### src/hdl/pidpc_pkg.sv
// Shared types, codes and constants for the PID position controller.
package pidpc_pkg;

   localparam int TRAJECTORY_DEPTH_DEFAULT = 4096;
   localparam int MAX_TRAJ_LEN             = 4096;

   localparam int POS_W     = 24;
   localparam int ERR_W     = 25;
   localparam int DIFF_W    = 26;
   localparam int INTEG_W   = 40;
   localparam int GAIN_W    = 16;
   localparam int CMD_W     = 16;
   localparam int INDEX_W   = 12;
   localparam int LEN_W     = 13;
   localparam int CSR_IDX_W = 2;

   localparam logic signed [GAIN_W-1:0] KP_RESET  = 16'sd3584;
   localparam logic signed [GAIN_W-1:0] KI_RESET  = 16'sd0;
   localparam logic signed [GAIN_W-1:0] KD_RESET  = 16'sd2560;
   localparam logic [LEN_W-1:0]         LEN_RESET = 13'd4096;

   typedef enum logic [1:0] {
      OP_TICK  = 2'd0,
      OP_WRITE = 2'd1,
      OP_MODE  = 2'd2,
      OP_HOLD  = 2'd3
   } op_type;

   typedef enum logic [1:0] {
      MODE_IDLE  = 2'd0,
      MODE_HOLD  = 2'd1,
      MODE_TRACK = 2'd2
   } mode_type;

   typedef enum logic [CSR_IDX_W-1:0] {
      CSR_KP  = 2'd0,
      CSR_KI  = 2'd1,
      CSR_KD  = 2'd2,
      CSR_LEN = 2'd3
   } csr_index_type;

   typedef struct packed {
      logic prod_load;
      logic out_load;
   } pipe_en_type;

   typedef struct packed {
      logic                 command_valid;
      logic [1:0]           mode_now;
      logic [INDEX_W-1:0]   track_position;
      logic                 track_finished;
   } rsp_meta_type;

endpackage

### src/hdl/pidpc_pid_math.sv
// PID product stage and sum, round and saturate stage.
module pidpc_pid_math (
   input  logic                                    clock,
   input  pidpc_pkg::pipe_en_type                  en,
   input  logic signed [pidpc_pkg::ERR_W-1:0]      err,
   input  logic signed [pidpc_pkg::DIFF_W-1:0]     diff,
   input  logic signed [pidpc_pkg::INTEG_W-1:0]    integ,
   input  logic signed [pidpc_pkg::GAIN_W-1:0]     kp,
   input  logic signed [pidpc_pkg::GAIN_W-1:0]     ki,
   input  logic signed [pidpc_pkg::GAIN_W-1:0]     kd,
   output logic signed [pidpc_pkg::CMD_W-1:0]      cmd
);
   import pidpc_pkg::*;

   localparam int PP_W  = ERR_W + GAIN_W;
   localparam int PI_W  = INTEG_W + GAIN_W;
   localparam int PD_W  = DIFF_W + GAIN_W;
   localparam int SUM_W = PI_W + 2;
   localparam int SH_W  = SUM_W - 16;

   logic signed [PP_W-1:0]  prod_p_ff, prod_p_in;
   logic signed [PI_W-1:0]  prod_i_ff, prod_i_in;
   logic signed [PD_W-1:0]  prod_d_ff, prod_d_in;
   logic signed [SUM_W-1:0] sum;
   logic signed [SUM_W-1:0] rounded;
   logic signed [SH_W-1:0]  shifted;
   logic signed [CMD_W-1:0] cmd_ff, cmd_in;

   assign prod_p_in = PP_W'(err)  * PP_W'(kp);
   assign prod_i_in = PI_W'(integ) * PI_W'(ki);
   assign prod_d_in = PD_W'(diff) * PD_W'(kd);

   always_ff @(posedge clock) begin
      if (en.prod_load) begin
         prod_p_ff <= prod_p_in;
         prod_i_ff <= prod_i_in;
         prod_d_ff <= prod_d_in;
      end
      if (en.out_load) begin
         cmd_ff <= cmd_in;
      end
   end

   always_comb begin
      sum     = SUM_W'(prod_p_ff) + SUM_W'(prod_i_ff) + SUM_W'(prod_d_ff);
      rounded = sum + SUM_W'(32768);
      shifted = rounded[SUM_W-1:16];
      if (shifted > SH_W'(32767)) begin
         cmd_in = 16'sh7FFF;
      end else if (shifted < -SH_W'(32768)) begin
         cmd_in = 16'sh8000;
      end else begin
         cmd_in = shifted[CMD_W-1:0];
      end
   end

   assign cmd = cmd_ff;

endmodule

### config.mk
export PLATFORM = sky130hd
export DESIGN_NAME = pidpc_pid_math
export DESIGN_NICKNAME = d
export VERILOG_FILES = /design/src/hdl/pidpc_pkg.sv /design/src/hdl/pidpc_pid_math.sv
export SDC_FILE = /design/constraint.sdc
export NUM_CORES = 2
export LEC_CHECK = 0
export ABC_CLOCK_PERIOD_IN_PS = 19350
export BUFFER_PORTS_ARGS = -buffer_cell sky130_fd_sc_hd__buf_2
export CAP_MARGIN = 40
export CORE_MARGIN = 1
export CORE_UTILIZATION = 55
export CTS_BUF_LIST = sky130_fd_sc_hd__clkbuf_16
export CTS_CLUSTER_SIZE = 14
export DETAILED_ROUTE_END_ITERATION = 10
export PLACE_DENSITY = 0.82
export SLEW_MARGIN = 20
export SYNTH_ARGS = -nofsm -noshare
export SYNTH_HDL_FRONTEND = slang
export SYNTH_SLANG_ARGS = --single-unit
### constraint.sdc
create_clock -name clock -period 19.35 [get_ports clock]
set_input_delay 0.9675 -clock clock [delete_from_list [all_inputs] [get_ports clock]]
set_output_delay 0.9675 -clock clock [all_outputs]
set_load 0.02 [all_outputs]
==> impl_metrics.py <==
metrics = {
    "timing": {
        "timing.final.crit_share_pct": 42.2,
        "max-slew-margin-rel_pct": 42.2,
        "final_max_slew_viol_count": 0,
        "rsz0062_at_grt": "no",
        "hold_violations": 0,
        "clock_skew_ps": 11.2,
        "setup_tns_ps": 0,
        "max_freq_mhz": 122,
        "layout_min_cycle_time_ps": 8170,
        "max_slew.worst_pin.slew_ps": 867,
        "setup_viol": 0,
    },
    "detailed_routing": {
        "first_iter_violations": 3315,
        "vias": 44400,
        "ant_nets": 0,
        "dr.pass1.iters": 5,
        "via_per_inst": 5.59,
        "wl_per_cell_um": 18.7,
        "drt-total-wl_mm": 149,
        "drc": 0,
    },
    "synth": {
        "synth_area_leaders": "fa_1, inv_1, ha_1, edfxtp_1, nand2_1",
        "synthCells": 6579,
        "ys_warn_count": 0,
        "synth_edf_count": 155,
        "synth.top_cells.by_count": "inv_1, fa_1, nand2_1",
        "synthArstFlopShare_pct": 0,
        "yosys.cell_count.top_type": "inv_1",
        "synth_area_mm2": 0.0605,
        "yosysTopAreaCell": "fa_1",
        "ys_seq_area_share_pct": 7.70,
        "ys_types": 92,
        "synth_flop_cell": "edfxtp_1",
        "ys_seq_elements": 155,
        "syn_area_per_cell_um2": 9.19,
        "synth_nets": 8606,
        "synth_top_area_share_pct": 47.8,
    },
    "placement": {
        "dpl.hpwl_mm": 121,
        "gp_congestion": 0.924,
        "port_buffers": 157,
    },
    "floorplan": {
        "start_util_pct": 55.5,
        "die_y_um": 334,
        "dieArea_mm2": 0.111,
        "ios": 158,
        "die_x_um": 334,
        "fp.coreArea_mm2": 0.109,
        "rows": 121,
    },
    "clock_network": {
        "holdBufCountCts": 0,
        "cts_made_buffers": 17,
        "cts_tree": "done",
        "postCtsSetupRepairBufs": 0,
        "cts_resized": 0,
        "htree_levels": 4,
        "clock-sinks": 155,
        "max-clock-path-buffers": 2,
        "worstSkewPairLatency_ps": 450,
        "clockRootBuffer": "clkbuf_16",
        "path_clk_slew_ps": 60,
    },
    "critical_path": {
        "cp_common_cell": "fa_1",
        "cp.required_ps": 19670,
        "cp_data_arrival_time_ps": 8480,
        "worst_path_largest_cell_delay_ps": 670,
        "cpLargestDelayFamily": "adder cells",
        "crit_path_start_kind": "input pin",
        "cpMaxStageDelayCell": "a311oi_1",
        "path_buf_inv": 6,
        "worstPathMaxFanout": 26,
        "end_kind": "register",
        "crit_type": "input pin to register",
    },
    "global_route": {
        "grt_pass1_wl_mm": 245,
        "first_global_vias": 48100,
        "gr-total-overflow": 0,
        "grt_start_max_net_pins": 66,
        "antenna_found_initial": 2,
        "track_usage_pct": 27.8,
    },
    "layout": {
        "areaGrowthSynthToFinish_pct": 4.07,
        "drive_gt1_share_pct": 3.70,
        "fin_nets": 8548,
    },
    "run_status": {
        "status": "finished clean",
    },
    "job": {
        "drv_cap": 0,
    },
    "hold_path": {
        "min_path_type": "input pin to register",
    },
}
metrics by stage:
| stage | worst slack [ps] | hold WS, ps | instances | util, % | cell area, um^2 |
|---|---|---|---|---|---|
| finish | 11180 | 991 | 7948 | 57.7 | 62900 |
| global route | 10780 | 1020 | 7947 | 57.7 | 62900 |
| CTS | 11300 | 997 | 7937 | 57.5 | 62700 |
| detailed placement | 10850 | 1200 | 7906 | 57.0 | 62200 |
| global placement | 10870 | 1190 | 7902 | 56.9 | 62100 |
| floorplan | 11680 | 1030 | 6579 | - | 60500 |
layout make-up:
class / count / area [um^2]
clock buffers: 17 / 425
diodes: 1 / 2.50
repair buffers: 175 / 1150
inverters: 1720 / 6460
clock inverters: 14 / 96.3
flip-flops and latches: 155 / 4650
fillers: 9007 / 46100
multi-input cells: 4452 / 48400
well taps: 1414 / 1770
logic make-up (layout without fill, tap and decap cells):
family / count (synthesis) / count (layout) / share of synthesized area [%]
other: 0 / 1 / 0
AND/OR/NAND/NOR: 1838 / 1838 / 14.4
adder cells (fa/ha/maj): 1885 / 1885 / 56.9
flip-flops: 155 / 155 / 7.70
multiplexers: 1 / 1 / 0.0166
XOR/XNOR: 185 / 185 / 2.68
AO/OA/AOI/OAI: 543 / 543 / 5.96
buffers and inverters: 1972 / 1926 / 12.3
cells in the final DEF, fill, tap and decap left out, types with 5 or more instances in the layout:
cell       netlist  layout
inv_1         1719    1719
fa_1          1443    1443
nand2_1        959     959
and2_1         512     512
ha_1           442     442
a21oi_1        174     174
nor2_1         158     158
buf_2           11     156
edfxtp_1       155     155
xnor2_1        144     144
a21o_1          98      98
o21ai_0         85      85
xor2_1          41      41
nand2b_1        37      37
nand4_1         33      33
nor3_1          32      32
o21a_1          29      29
o21bai_1        29      29
nand3_1         25      25
a211oi_1        21      21
nor2b_1         17      17
clkbuf_16        0      17
or3_1           13      13
and3_1          11      11
nor4_1          10      10
o31ai_1          9       9
buf_16           0       9
o211ai_1         7       7
a31oi_1          7       7
a31o_2           7       7
a2111oi_0        6       6
a21boi_0         5       5
a211o_1          5       5
registers in the layout (all words and copies together), names as in the netlist:
| name | count |
|---|---|
| prod_i_ff | 56 |
| prod_p_ff | 41 |
| prod_d_ff | 42 |
| cmd | 16 |
metal layers:
metal / GRT usage, % / vias to the layer above / routed length [um]
li1: - / 19200 / -
met1: 34.7 / 22600 / 55500
met2: 47.5 / 1998 / 74100
met3: 3.99 / 555 / 10900
met4: 13.1 / 2 / 8050
met5: 0 / - / 17
final timing paths:
check | startpoint | endpoint | slack, ps | cells after the start
worst max register to register | prod_d_ff[41]$_DFFE_PP_ | cmd[6]$_SDFFCE_PN1P_ | 13790 | 15
worst max-delay path | kd[3] | prod_d_ff[38]$_DFFE_PP_ | 11180 | 25
worst min-delay path | en[1] | prod_d_ff[41]$_DFFE_PP_ | 990 | 1
worst min register to register | prod_i_ff[55]$_DFFE_PP_ | cmd[15]$_SDFFCE_PN0P_ | 1190 | 4
Power is not shown: default switching activity piles up to over one toggle a cycle in this logic, so the estimate is an artifact.
